## config.mk

```make
export PLATFORM = sky130hd
export DESIGN_NAME = fragment_reassembly_tracker_flat
export DESIGN_NICKNAME = d
export VERILOG_FILES = /design/src/sv/frt_pkg.sv /design/src/sv/frt_channels.sv /design/src/sv/frt_control.sv /design/src/sv/frt_datapath.sv /design/src/sv/fragment_reassembly_tracker.sv /design/src/flat_wrapper.sv
export VERILOG_INCLUDE_DIRS = /design/src /design/src/sv
export SDC_FILE = /design/constraint.sdc
export NUM_CORES = 2
export LEC_CHECK = 0
export ABC_AREA = 1
export ABC_CLOCK_PERIOD_IN_PS = 10700
export BUFFER_PORTS_ARGS = -buffer_cell sky130_fd_sc_hd__buf_4
export CAP_MARGIN = 10
export CORE_AREA = 2 2 553 335
export DETAILED_ROUTE_END_ITERATION = 12
export DIE_AREA = 0 0 555 337
export GPL_TIMING_DRIVEN = 0
export PLACE_DENSITY = 0.67
export SYNTH_ARGS = -nofsm -noshare
export SYNTH_HDL_FRONTEND = slang
export SYNTH_HIERARCHICAL = 1
export SYNTH_SLANG_ARGS = --single-unit
```

## constraint.sdc

```tcl
create_clock -name clock -period 10.7 [get_ports clock]
set_clock_uncertainty 0.15 [all_clocks]
set_input_delay 2.14 -clock clock [delete_from_list [all_inputs] [get_ports clock]]
set_output_delay 2.14 -clock clock [all_outputs]
set_load 0.02 [all_outputs]
```

## src/sv/fragment_reassembly_tracker_macros.svh

```systemverilog
// assertion macros for the fragment reassembly tracker
`ifndef FRAGMENT_REASSEMBLY_TRACKER_MACROS_SVH
`define FRAGMENT_REASSEMBLY_TRACKER_MACROS_SVH
// implication checked on every edge outside reset
`define FRT_ASSERT_IMP(label, clk, rst, cond, prop) \
   label: assert property (@(posedge clk) disable iff (rst) (cond) |-> (prop)) \
      else $error("assertion failed");
// next-cycle implication checked on every edge outside reset
`define FRT_ASSERT_NEXT(label, clk, rst, cond, prop) \
   label: assert property (@(posedge clk) disable iff (rst) (cond) |=> (prop)) \
      else $error("assertion failed");
`endif

```

## src/sv/frt_pkg.sv

```systemverilog
// package: types, constants and codes of the fragment reassembly tracker
package frt_pkg;
   localparam int SLOTS_DEF = 8;
   localparam int MAX_FRAG_DEF = 64;
   localparam logic [15:0] HEADER_BYTES = 16'd14;
   localparam logic [15:0] SOI_PAIR = 16'hFFD8;
   localparam logic [15:0] EOI_PAIR = 16'hFFD9;
   localparam logic [22:0] BYTES_MAX = 23'h7FFFFF;
   localparam logic [15:0] TIMEOUT_RST = 16'd5000;
   localparam logic [22:0] MIN_RST = 23'd1024;
   localparam logic [22:0] MAX_RST = 23'd5242880;

   localparam logic [1:0] REG_TIMEOUT = 2'd0;
   localparam logic [1:0] REG_MIN = 2'd1;
   localparam logic [1:0] REG_MAX = 2'd2;

   typedef enum logic [3:0] {
      ST_STORED = 4'd0, ST_SHORT = 4'd1, ST_BAD_HEADER = 4'd2, ST_DUPLICATE = 4'd3,
      ST_TOO_MANY = 4'd4, ST_TABLE_FULL = 4'd5, ST_VALID = 4'd6, ST_INVALID = 4'd7,
      ST_EXPIRED = 4'd8
   } status_type;

   typedef enum logic [2:0] {
      FSM_IDLE, FSM_LOOKUP, FSM_DECIDE, FSM_EMIT, FSM_SWEEP, FSM_SWEEP_EMIT
   } fsm_type;

   typedef struct packed {
      logic load;        // capture the input word
      logic lookup;      // register match / free search
      logic commit;      // update the slot and build the result
      logic sweep_check; // free the stale sweep slot and build its expired result
      logic sweep_next;  // advance sweep pointer
      logic out_load;    // result register takes built result
   } cmd_type;

   typedef struct packed {
      logic is_sweep;
      logic sweep_hit;
      logic sweep_done;
      logic sweep_last;
   } stat_type;

   typedef struct packed {
      logic        operation;
      logic [31:0] now_ms;
      logic [15:0] frame_num;
      logic [31:0] frag_total;
      logic [31:0] frag_pos;
      logic [31:0] declared_size;
      logic [15:0] packet_length;
      logic [15:0] head_pair;
      logic [15:0] tail_pair;
   } req_type;

   typedef struct packed {
      logic [3:0]  status;
      logic [15:0] result_frame_id;
      logic [2:0]  slot_index;
      logic [22:0] frame_bytes;
      logic        last;
   } rsp_type;

   typedef struct packed {
      logic [1:0]  index;
      logic [22:0] data;
   } csr_type;
endpackage

```

## src/sv/frt_channels.sv

```systemverilog
// handshake interfaces of the tracker
interface frt_req_if;
   logic valid;
   logic ready;
   frt_pkg::req_type data;
   modport source (output valid, output data, input ready);
   modport sink (input valid, input data, output ready);
endinterface

interface frt_rsp_if;
   logic valid;
   logic ready;
   frt_pkg::rsp_type data;
   modport source (output valid, output data, input ready);
   modport sink (input valid, input data, output ready);
endinterface

interface frt_csr_if;
   logic valid;
   logic ready;
   frt_pkg::csr_type data;
   modport source (output valid, output data, input ready);
   modport sink (input valid, input data, output ready);
endinterface

```

## src/sv/frt_control.sv

```systemverilog
// controller state machine of the tracker
module frt_control (
   input  logic               clock,
   input  logic               reset,
   input  logic               req_valid,
   output logic               req_ready,
   input  logic               rsp_busy,
   input  frt_pkg::stat_type  stat,
   output frt_pkg::cmd_type   cmd
);
   frt_pkg::fsm_type state_ff, state_in;

   always_ff @(posedge clock) begin
      if (reset) begin
         state_ff <= frt_pkg::FSM_IDLE;
      end else begin
         state_ff <= state_in;
      end
   end

   always_comb begin
      state_in = state_ff;
      cmd = '0;
      req_ready = 1'b0;
      unique case (state_ff)
         frt_pkg::FSM_IDLE: begin
            req_ready = 1'b1;
            if (req_valid) begin
               cmd.load = 1'b1;
               state_in = frt_pkg::FSM_LOOKUP;
            end
         end
         frt_pkg::FSM_LOOKUP: begin
            if (stat.is_sweep) begin
               state_in = frt_pkg::FSM_SWEEP;
            end else begin
               cmd.lookup = 1'b1;
               state_in = frt_pkg::FSM_DECIDE;
            end
         end
         frt_pkg::FSM_DECIDE: begin
            if (!rsp_busy) begin
               cmd.commit = 1'b1;
               cmd.out_load = 1'b1;
               state_in = frt_pkg::FSM_IDLE;
            end
         end
         frt_pkg::FSM_SWEEP: begin
            if (stat.sweep_done) begin
               state_in = frt_pkg::FSM_IDLE;
            end else if (stat.sweep_hit) begin
               state_in = frt_pkg::FSM_SWEEP_EMIT;
            end else begin
               cmd.sweep_next = 1'b1;
            end
         end
         frt_pkg::FSM_SWEEP_EMIT: begin
            if (!rsp_busy) begin
               cmd.sweep_check = 1'b1;
               cmd.out_load = 1'b1;
               cmd.sweep_next = 1'b1;
               state_in = stat.sweep_last ? frt_pkg::FSM_IDLE : frt_pkg::FSM_SWEEP;
            end
         end
         default: state_in = frt_pkg::FSM_IDLE;
      endcase
   end
endmodule

```

## src/sv/frt_datapath.sv

```systemverilog
// slot table, checks and result register of the tracker
module frt_datapath #(
   parameter int SLOTS = frt_pkg::SLOTS_DEF,
   parameter int MAX_FRAGMENTS = frt_pkg::MAX_FRAG_DEF
) (
   input  logic              clock,
   input  logic              reset,
   input  frt_pkg::req_type  req_data,
   input  frt_pkg::cmd_type  cmd,
   output frt_pkg::stat_type stat,
   input  logic              csr_write,
   input  frt_pkg::csr_type  csr_data,
   output logic              rsp_valid,
   input  logic              rsp_ready,
   output frt_pkg::rsp_type  rsp_data
);
   localparam int SW = (SLOTS > 1) ? $clog2(SLOTS) : 1;
   localparam int CW = $clog2(MAX_FRAGMENTS + 1);
   localparam int FW = (MAX_FRAGMENTS > 1) ? $clog2(MAX_FRAGMENTS) : 1;

   frt_pkg::req_type  item_ff;
   logic [15:0]       timeout_ff;
   logic [22:0]       min_ff, max_ff;
   logic [SLOTS-1:0]  busy_ff;
   logic [15:0]       frame_ff [SLOTS];
   logic [CW-1:0]     total_ff [SLOTS];
   logic [CW-1:0]     count_ff [SLOTS];
   logic [MAX_FRAGMENTS-1:0] seen_ff [SLOTS];
   logic [31:0]       start_ff [SLOTS];
   logic [22:0]       bytes_ff [SLOTS];
   logic [SLOTS-1:0]  soi_ff, eoi_ff;
   logic              found_ff, free_ok_ff;
   logic [SW-1:0]     found_idx_ff, free_idx_ff;
   logic [SW:0]       sw_ptr_ff;
   logic [3:0]        sw_cnt_ff;
   logic              rsp_valid_ff;
   frt_pkg::rsp_type  rsp_ff;

   // priority search, registered in the lookup step
   logic found_in, free_ok_in;
   logic [SW-1:0] found_idx_in, free_idx_in;
   always_comb begin
      found_in = 1'b0;
      free_ok_in = 1'b0;
      found_idx_in = '0;
      free_idx_in = '0;
      for (int i = SLOTS - 1; i >= 0; i--) begin
         if (busy_ff[i] && frame_ff[i] == item_ff.frame_num) begin
            found_in = 1'b1;
            found_idx_in = SW'(i);
         end
         if (!busy_ff[i]) begin
            free_ok_in = 1'b1;
            free_idx_in = SW'(i);
         end
      end
   end

   // packet decision
   logic [15:0] plen_m;
   logic short_p, bad_p, bad_slot, too_many, dup, done, ok_frame;
   logic [SW-1:0] s;
   logic [CW-1:0] tot_s, cnt_next;
   logic [FW-1:0] bit_idx;
   logic [23:0]   sum;
   logic [22:0]   bytes_next;
   logic          soi_next, eoi_next;
   frt_pkg::rsp_type built;
   always_comb begin
      plen_m = item_ff.packet_length - frt_pkg::HEADER_BYTES;
      short_p = item_ff.packet_length < frt_pkg::HEADER_BYTES;
      bad_p = (item_ff.frag_pos >= item_ff.frag_total) ||
              (item_ff.declared_size != {16'd0, plen_m});
      s = found_ff ? found_idx_ff : free_idx_ff;
      tot_s = found_ff ? total_ff[s] : CW'(item_ff.frag_total);
      bad_slot = found_ff && (item_ff.frag_pos >= {{(32-CW){1'b0}}, total_ff[s]});
      too_many = !found_ff && (item_ff.frag_total > 32'(MAX_FRAGMENTS));
      bit_idx = item_ff.frag_pos[FW-1:0];
      dup = found_ff && seen_ff[s][bit_idx];
      cnt_next = (found_ff ? count_ff[s] : '0) + CW'(1);
      sum = {1'b0, found_ff ? bytes_ff[s] : 23'd0} + {1'b0, plen_m, 7'd0} / 128;
      bytes_next = sum[23] ? frt_pkg::BYTES_MAX : sum[22:0];
      soi_next = found_ff ? soi_ff[s] : 1'b0;
      eoi_next = found_ff ? eoi_ff[s] : 1'b0;
      if (item_ff.frag_pos == 32'd0)
         soi_next = (plen_m >= 16'd2) && (item_ff.head_pair == frt_pkg::SOI_PAIR);
      if (item_ff.frag_pos == {{(32-CW){1'b0}}, tot_s} - 32'd1)
         eoi_next = (plen_m >= 16'd2) && (item_ff.tail_pair == frt_pkg::EOI_PAIR);
      done = cnt_next == tot_s;
      ok_frame = bytes_next >= 23'd4 && soi_next && eoi_next &&
                 bytes_next >= min_ff && bytes_next <= max_ff;
      built.result_frame_id = item_ff.frame_num;
      built.last = 1'b1;
      built.slot_index = 3'(s);
      built.frame_bytes = found_ff ? bytes_ff[s] : 23'd0;
      if (short_p) begin
         built.status = frt_pkg::ST_SHORT;
         built.slot_index = '0; built.frame_bytes = '0;
      end else if (bad_p) begin
         built.status = frt_pkg::ST_BAD_HEADER;
         built.slot_index = '0; built.frame_bytes = '0;
      end else if (bad_slot) begin
         built.status = frt_pkg::ST_BAD_HEADER;
      end else if (too_many) begin
         built.status = frt_pkg::ST_TOO_MANY;
         built.slot_index = '0;
      end else if (!found_ff && !free_ok_ff) begin
         built.status = frt_pkg::ST_TABLE_FULL;
         built.slot_index = '0;
      end else if (dup) begin
         built.status = frt_pkg::ST_DUPLICATE;
      end else begin
         built.frame_bytes = bytes_next;
         built.status = done ? (ok_frame ? frt_pkg::ST_VALID : frt_pkg::ST_INVALID)
                             : frt_pkg::ST_STORED;
      end
   end
   wire accept_frag = built.status == frt_pkg::ST_STORED ||
                      built.status == frt_pkg::ST_VALID ||
                      built.status == frt_pkg::ST_INVALID;

   // sweep test on the current pointer
   wire [SW-1:0] sp = sw_ptr_ff[SW-1:0];
   wire [31:0] age = item_ff.now_ms - start_ff[sp];
   wire sw_in_range = sw_ptr_ff < (SW+1)'(SLOTS);
   wire sw_hit = sw_in_range && busy_ff[sp] && (age > {16'd0, timeout_ff});
   // the last flag is set when no further stale slot lies above the pointer, or on the eighth expired slot
   logic more;
   always_comb begin
      more = 1'b0;
      for (int i = 0; i < SLOTS; i++)
         if ((SW+1)'(i) > sw_ptr_ff && busy_ff[i] &&
             (item_ff.now_ms - start_ff[i]) > {16'd0, timeout_ff}) more = 1'b1;
   end
   assign stat.is_sweep = item_ff.operation;
   assign stat.sweep_hit = sw_hit;
   assign stat.sweep_done = !sw_in_range || sw_cnt_ff == 4'd8;
   assign stat.sweep_last = !more || sw_cnt_ff == 4'd7;

   always_ff @(posedge clock) begin
      if (reset) begin
         timeout_ff <= frt_pkg::TIMEOUT_RST;
         min_ff <= frt_pkg::MIN_RST;
         max_ff <= frt_pkg::MAX_RST;
         busy_ff <= '0;
         rsp_valid_ff <= 1'b0;
         sw_ptr_ff <= '0;
         sw_cnt_ff <= '0;
      end else begin
         if (csr_write) begin
            unique case (csr_data.index)
               frt_pkg::REG_TIMEOUT: timeout_ff <= csr_data.data[15:0];
               frt_pkg::REG_MIN: min_ff <= csr_data.data;
               frt_pkg::REG_MAX: max_ff <= csr_data.data;
               default: ;
            endcase
         end
         if (cmd.load) begin
            sw_ptr_ff <= '0;
            sw_cnt_ff <= '0;
         end
         if (cmd.sweep_next) sw_ptr_ff <= sw_ptr_ff + (SW+1)'(1);
         if (cmd.sweep_check) begin
            busy_ff[sp] <= 1'b0;
            sw_cnt_ff <= sw_cnt_ff + 4'd1;
         end
         if (cmd.commit && accept_frag)
            busy_ff[s] <= !done;
         if (cmd.out_load) rsp_valid_ff <= 1'b1;
         else if (rsp_ready) rsp_valid_ff <= 1'b0;
      end
   end

   always_ff @(posedge clock) begin
      if (cmd.load) item_ff <= req_data;
      if (cmd.lookup) begin
         found_ff <= found_in;
         found_idx_ff <= found_idx_in;
         free_ok_ff <= free_ok_in;
         free_idx_ff <= free_idx_in;
      end
      if (cmd.commit && accept_frag) begin
         frame_ff[s] <= item_ff.frame_num;
         total_ff[s] <= tot_s;
         count_ff[s] <= cnt_next;
         seen_ff[s] <= (found_ff ? seen_ff[s] : '0) | (MAX_FRAGMENTS'(1) << bit_idx);
         if (!found_ff) start_ff[s] <= item_ff.now_ms;
         bytes_ff[s] <= bytes_next;
         soi_ff[s] <= soi_next;
         eoi_ff[s] <= eoi_next;
      end
      if (cmd.commit) rsp_ff <= built;
      if (cmd.sweep_check) begin
         rsp_ff.status <= frt_pkg::ST_EXPIRED;
         rsp_ff.result_frame_id <= frame_ff[sp];
         rsp_ff.slot_index <= 3'(sp);
         rsp_ff.frame_bytes <= bytes_ff[sp];
         rsp_ff.last <= stat.sweep_last;
      end
   end

   assign rsp_valid = rsp_valid_ff;
   assign rsp_data = rsp_ff;
endmodule

```

## src/sv/fragment_reassembly_tracker.sv

```systemverilog
// top level of the fragment reassembly tracker
// channel  | dir | payload
// req      | in  | operation, time, header fields, length, boundary pairs
// rsp      | out | status, frame id, slot, bytes, last
// csr      | in  | register index, data
// a packet: capture, slot search, then decide and update, held while rsp stalls
// a sweep: capture, then visit the slots in order, with an emit step per expired slot
// the single result register holds a stalled word; the block waits on it
// reset clears slot busy bits and loads the register defaults at once
module fragment_reassembly_tracker #(
   parameter int SLOTS = frt_pkg::SLOTS_DEF,
   parameter int MAX_FRAGMENTS = frt_pkg::MAX_FRAG_DEF
) (
   input logic clock,
   input logic reset,
   frt_req_if.sink req_bus,
   frt_rsp_if.source rsp_bus,
   frt_csr_if.sink csr_bus
);
`include "fragment_reassembly_tracker_macros.svh"
   frt_pkg::cmd_type cmd;
   frt_pkg::stat_type stat;

   assign csr_bus.ready = 1'b1;

   frt_control u_ctrl (
      .clock(clock), .reset(reset), .req_valid(req_bus.valid), .req_ready(req_bus.ready),
      .rsp_busy(rsp_bus.valid && !rsp_bus.ready), .stat(stat), .cmd(cmd)
   );

   frt_datapath #(.SLOTS(SLOTS), .MAX_FRAGMENTS(MAX_FRAGMENTS)) u_dp (
      .clock(clock), .reset(reset), .req_data(req_bus.data), .cmd(cmd), .stat(stat),
      .csr_write(csr_bus.valid && csr_bus.ready), .csr_data(csr_bus.data),
      .rsp_valid(rsp_bus.valid), .rsp_ready(rsp_bus.ready), .rsp_data(rsp_bus.data)
   );

   `FRT_ASSERT_IMP(a_no_overwrite, clock, reset, cmd.out_load, !(rsp_bus.valid && !rsp_bus.ready))
   `FRT_ASSERT_NEXT(a_load_valid, clock, reset, cmd.out_load, rsp_bus.valid)
   `FRT_ASSERT_IMP(a_one_cmd, clock, reset, 1'b1, !(cmd.commit && cmd.sweep_check))
endmodule

```

## src/flat_wrapper.sv

```systemverilog
// flat-port wrapper written by rule: the top's interface ports become plain ports
module fragment_reassembly_tracker_flat 
#(
   parameter int SLOTS = frt_pkg::SLOTS_DEF,
   parameter int MAX_FRAGMENTS = frt_pkg::MAX_FRAG_DEF
)
  (clock, reset, req_bus_valid, req_bus_data, req_bus_ready, rsp_bus_valid, rsp_bus_data, rsp_bus_ready, csr_bus_valid, csr_bus_data, csr_bus_ready);
  frt_req_if req_bus_i ();
  frt_rsp_if rsp_bus_i ();
  frt_csr_if csr_bus_i ();
  input logic clock;
  input logic reset;
  input wire logic [$bits(req_bus_i.valid)-1:0] req_bus_valid;
  input wire logic [$bits(req_bus_i.data)-1:0] req_bus_data;
  output wire logic [$bits(req_bus_i.ready)-1:0] req_bus_ready;
  output wire logic [$bits(rsp_bus_i.valid)-1:0] rsp_bus_valid;
  output wire logic [$bits(rsp_bus_i.data)-1:0] rsp_bus_data;
  input wire logic [$bits(rsp_bus_i.ready)-1:0] rsp_bus_ready;
  input wire logic [$bits(csr_bus_i.valid)-1:0] csr_bus_valid;
  input wire logic [$bits(csr_bus_i.data)-1:0] csr_bus_data;
  output wire logic [$bits(csr_bus_i.ready)-1:0] csr_bus_ready;
  assign req_bus_i.valid = req_bus_valid;
  assign req_bus_i.data = req_bus_data;
  assign req_bus_ready = req_bus_i.ready;
  assign rsp_bus_valid = rsp_bus_i.valid;
  assign rsp_bus_data = rsp_bus_i.data;
  assign rsp_bus_i.ready = rsp_bus_ready;
  assign csr_bus_i.valid = csr_bus_valid;
  assign csr_bus_i.data = csr_bus_data;
  assign csr_bus_ready = csr_bus_i.ready;
  fragment_reassembly_tracker #(.SLOTS(SLOTS), .MAX_FRAGMENTS(MAX_FRAGMENTS)) u_core (.clock(clock), .reset(reset), .req_bus(req_bus_i), .rsp_bus(rsp_bus_i), .csr_bus(csr_bus_i));
endmodule
```

==> flow_metrics.env <==
export IMPL_run_status="finished, violations left"
export IMPL_violations="max-capacitance violations, max-slew violations"
export IMPL_io_pins=273
export IMPL_yosysTopAreaCellShare=0.501
export IMPL_worstPathArrival_ns=10.71
export IMPL_critPathSlowestCell="clkbuf_1"
export IMPL_finalHoldViolations=0
export IMPL_ys_seq_area_frac=0.521
export IMPL_power_mw=22.2
export IMPL_synthSimpleGateAreaFrac=0.177
export IMPL_hold_depth=2
export IMPL_cts_max_level=4
export IMPL_dieArea_um2=187000
export IMPL_clock_latency_ns=0.84
export IMPL_rsz0062_at_grt="false"
export IMPL_min_period_ns=10.42
export IMPL_syn_inst=9649
export IMPL_via_per_inst=6.03
export IMPL_coreArea_um2=183000
export IMPL_worstHoldPathType="flop to flop"
export IMPL_max_cap_violations=1
export IMPL_leakage_nw=41.1
export IMPL_syn_area_um2=87100
export IMPL_synthTopCellsByCount="nand2_1 (2375), edfxtp_1 (1452), inv_1 (1243)"
export IMPL_num_rows=122
export IMPL_start_kind="flop"
export IMPL_yosys_warnings=6
export IMPL_fmax_ghz=0.0960
export IMPL_finalSetupViolations=0
export IMPL_drive_gt1_frac=0.0745
export IMPL_synth_largest_area_cell="edfxtp_1"
export IMPL_fin_cells=12700
export IMPL_cp_max_fo=65
export IMPL_dp_hpwl_um=259000
export IMPL_cellPowerDensity_nw_per_um2=226
export IMPL_end_kind="flop"
export IMPL_gr_usage_all_layers=0.360
export IMPL_dieWidth_um=555
export IMPL_place_ws_ns=-0.0216
export IMPL_crit_required_ns=11.00
export IMPL_first_iter_violations=12800
export IMPL_antenna_found_initial=29
export IMPL_worst_slack_ns=0.285
export IMPL_antenna_left=0
export IMPL_synth_edff_count=1452
export IMPL_worst_ir_drop_vdd_v=0.000129
export IMPL_ys_ff_latch=1541
export IMPL_synth_area_top_cells="edfxtp_1 (50%), nand2_1 (10%), ha_1 (7.0%), inv_1 (5.4%), o21ai_0 (4.5%)"
export IMPL_drc=0
export IMPL_final_util=0.538
export IMPL_post_route_period_util=0.973
export IMPL_ys_flop_type="edfxtp_1"
export IMPL_ff2ff_setup_slack_ns=0.28
export IMPL_maxSlewViolCount=10
export IMPL_path_class="flop to flop"
export IMPL_gp_congestion=1.05
export IMPL_worstMarginPinSlew_ns=1.50
export IMPL_start_util=0.476
export IMPL_crit_path_frequent_cell="nand2_1"
export IMPL_final_nets=10800
export IMPL_syn_area_per_cell_um2=9.02
export IMPL_die_h_um=337
export IMPL_rr_worst_depth=44
export IMPL_synth_mux_area_frac=0
export IMPL_synth_cell_types=68
export IMPL_synth_top_family_by_area="simple AND/OR/NAND/NOR gates"
export IMPL_grt_pass1_wl_um=483000
export IMPL_clk_pin_slew_worst_paths_ns=0.07
export IMPL_grt_overflow_total=0
export IMPL_cp_slowest_stage_delay_ns=0.75
export IMPL_wl_um=347000
export IMPL_post_synth_top_count_cell="nand2_1"
export IMPL_grt_start_max_net_pins=82
export IMPL_cts_tree="done"
export IMPL_clock_sinks=1541
export IMPL_fill_cells=16400
export IMPL_wl_per_cell_um=27.4
export IMPL_synth_compound_area_frac=0.126
export IMPL_vias=76300
export IMPL_relSlewSlack=-0.000608
export IMPL_clockBufferDepth=4
export IMPL_areaGrowthSynthToFinish_pct=12.8
export IMPL_cts_root_buf="clkbuf_16"
export IMPL_firstDrtPassIters=9
export IMPL_yosys_area_share_adder=0.0716
export IMPL_numPortBuffers=271
export IMPL_synth_xor_area_frac=0.0304
export IMPL_async_flop_share=0
export IMPL_cts_buffers=161
export IMPL_synth_fp_nets=10400
export IMPL_dp_cells=12400
export IMPL_grt_pass1_vias=68200
[path summary, 6_finish.rpt]
kind / from / endpoint
setup / recovery: u_core/u_dp/found_ff$_SDFFCE_PP1P_ / u_core/u_dp/count_ff[1][4]$_DFFE_PP_
hold / removal: u_core/u_dp/max_ff[21]$_SDFFE_PP0P_ / u_core/u_dp/max_ff[21]$_SDFFE_PP0P_
setup reg to reg: u_core/u_dp/found_ff$_SDFFCE_PP1P_ / u_core/u_dp/count_ff[1][4]$_DFFE_PP_
hold reg to reg: u_core/u_dp/max_ff[21]$_SDFFE_PP0P_ / u_core/u_dp/max_ff[21]$_SDFFE_PP0P_
[power breakdown]
group | internal (mW) | leakage, nW | total [mW] | switching [mW]
Sequential | 7.39 | 13.9 | 7.83 | 0.445
Clock | 3.31 | 2.52 | 5.74 | 2.43
Combinational | 2.45 | 24.7 | 8.67 | 6.22
Total | 13.1 | 41.1 | 22.2 | 9.09
[what timing repair did]
item,4_1_cts,5_1_grt
gates resized for setup,0,13
endpoints found under the setup margin,490,1200
hold buffers,0,0
setup buffers,0,0
[worst max-delay path, delay by kind of cell (launching register included)]
| family | cells | cell delay, ns |
|---|---|---|
| buffers and inverters | 12 | 4.06 |
| and+or+nand+nor | 26 | 3.74 |
| adders and majority gates | 2 | 0.80 |
| AOI/OAI and AO/OA | 4 | 0.67 |
| DFF | 1 | 0.40 |
[placed cells by master (no fill, tap or decap), drive strengths merged, types with 116 or more instances in the layout]
| cell | synthesis | layout |
|---|---|---|
| edfxtp | 1452 | 1452 |
| nor2 | 618 | 618 |
| clkbuf | 199 | 402 |
| xnor2 | 131 | 131 |
| nand2 | 2395 | 2395 |
| o21ai | 825 | 825 |
| xor2 | 169 | 169 |
| a21oi | 717 | 717 |
| o22ai | 116 | 116 |
| inv | 1257 | 1260 |
| buf | 147 | 457 |
| ha | 484 | 484 |
| nand3 | 402 | 402 |
[logic make-up (layout without fill, tap and decap cells)]
| group | after synthesis | after routing |
|---|---|---|
| flip-flops | 1541 | 1541 |
| adder cells (fa/ha/maj) | 493 | 493 |
| buffers and inverters | 1616 | 2195 |
| XOR/XNOR | 301 | 301 |
| other | 1 | 6 |
| AND/OR/NAND/NOR | 3714 | 3714 |
| AO/OA/AOI/OAI | 1983 | 1983 |
[through the flow]
stage	hold WS (ns)	instance area, µm²	setup TNS (ns)
floorplan	0.285	87100	0
global placement	0.302	92100	-4476.29
detailed placement	0.308	92900	-0.867
CTS	0.318	98000	0
global route	0.337	98200	0
finish	0.319	98200	0
[registers in the layout, summed over array words and instances, names as in the netlist, 3 cells and up, named ones only]
signal and count:
u_core/u_dp/min_ff 23, u_core/u_dp/busy_ff 8, u_core/u_dp/rsp_data 47, u_core/u_dp/frame_ff 128, u_core/u_dp/built 16, u_core/u_dp/max_ff 23
u_core/u_dp/start_ff 256, u_core/u_dp/total_ff 56, u_core/u_dp/sw_ptr_ff 4, u_core/u_dp/item_ff 170, u_core/u_dp/sw_cnt_ff 4, u_core/u_dp/timeout_ff 16
u_core/u_dp/free_idx_ff 3, u_core/u_ctrl/state_ff 3, u_core/u_dp/eoi_ff 8, u_core/u_dp/count_ff 56, u_core/u_dp/soi_ff 8, u_core/u_dp/found_idx_ff 3
u_core/u_dp/bit_idx 6, u_core/u_dp/bytes_ff 184, u_core/u_dp/seen_ff 512
[layer usage]
metal | part of all wire | vias to the layer above | GRT usage | wire length, µm
met5 | 0.00017 | - | 0 | 58
met4 | 0.020 | 10 | 0.0706 | 7030
li1 | - | 33900 | - | -
met2 | 0.35 | 5382 | 0.437 | 123000
met3 | 0.17 | 508 | 0.142 | 59900
met1 | 0.45 | 36500 | 0.581 | 157000
[area by class of cell]
cell class	instances	area, µm²	share of cell area
Antenna cell	5	12.5	0.000127
Buffer	344	1630	0.0166
Clock buffer	205	4400	0.0448
Clock inverter	66	776	0.00790
Inverter	1270	4840	0.0493
Multi-Input combinational cell	6492	35400	0.360
Sequential cell	1541	45400	0.462
Tap cell	2418	3030	0.0308
Timing Repair Buffer	310	2800	0.0285
Note: power is estimated with default switching activity, not from simulation.
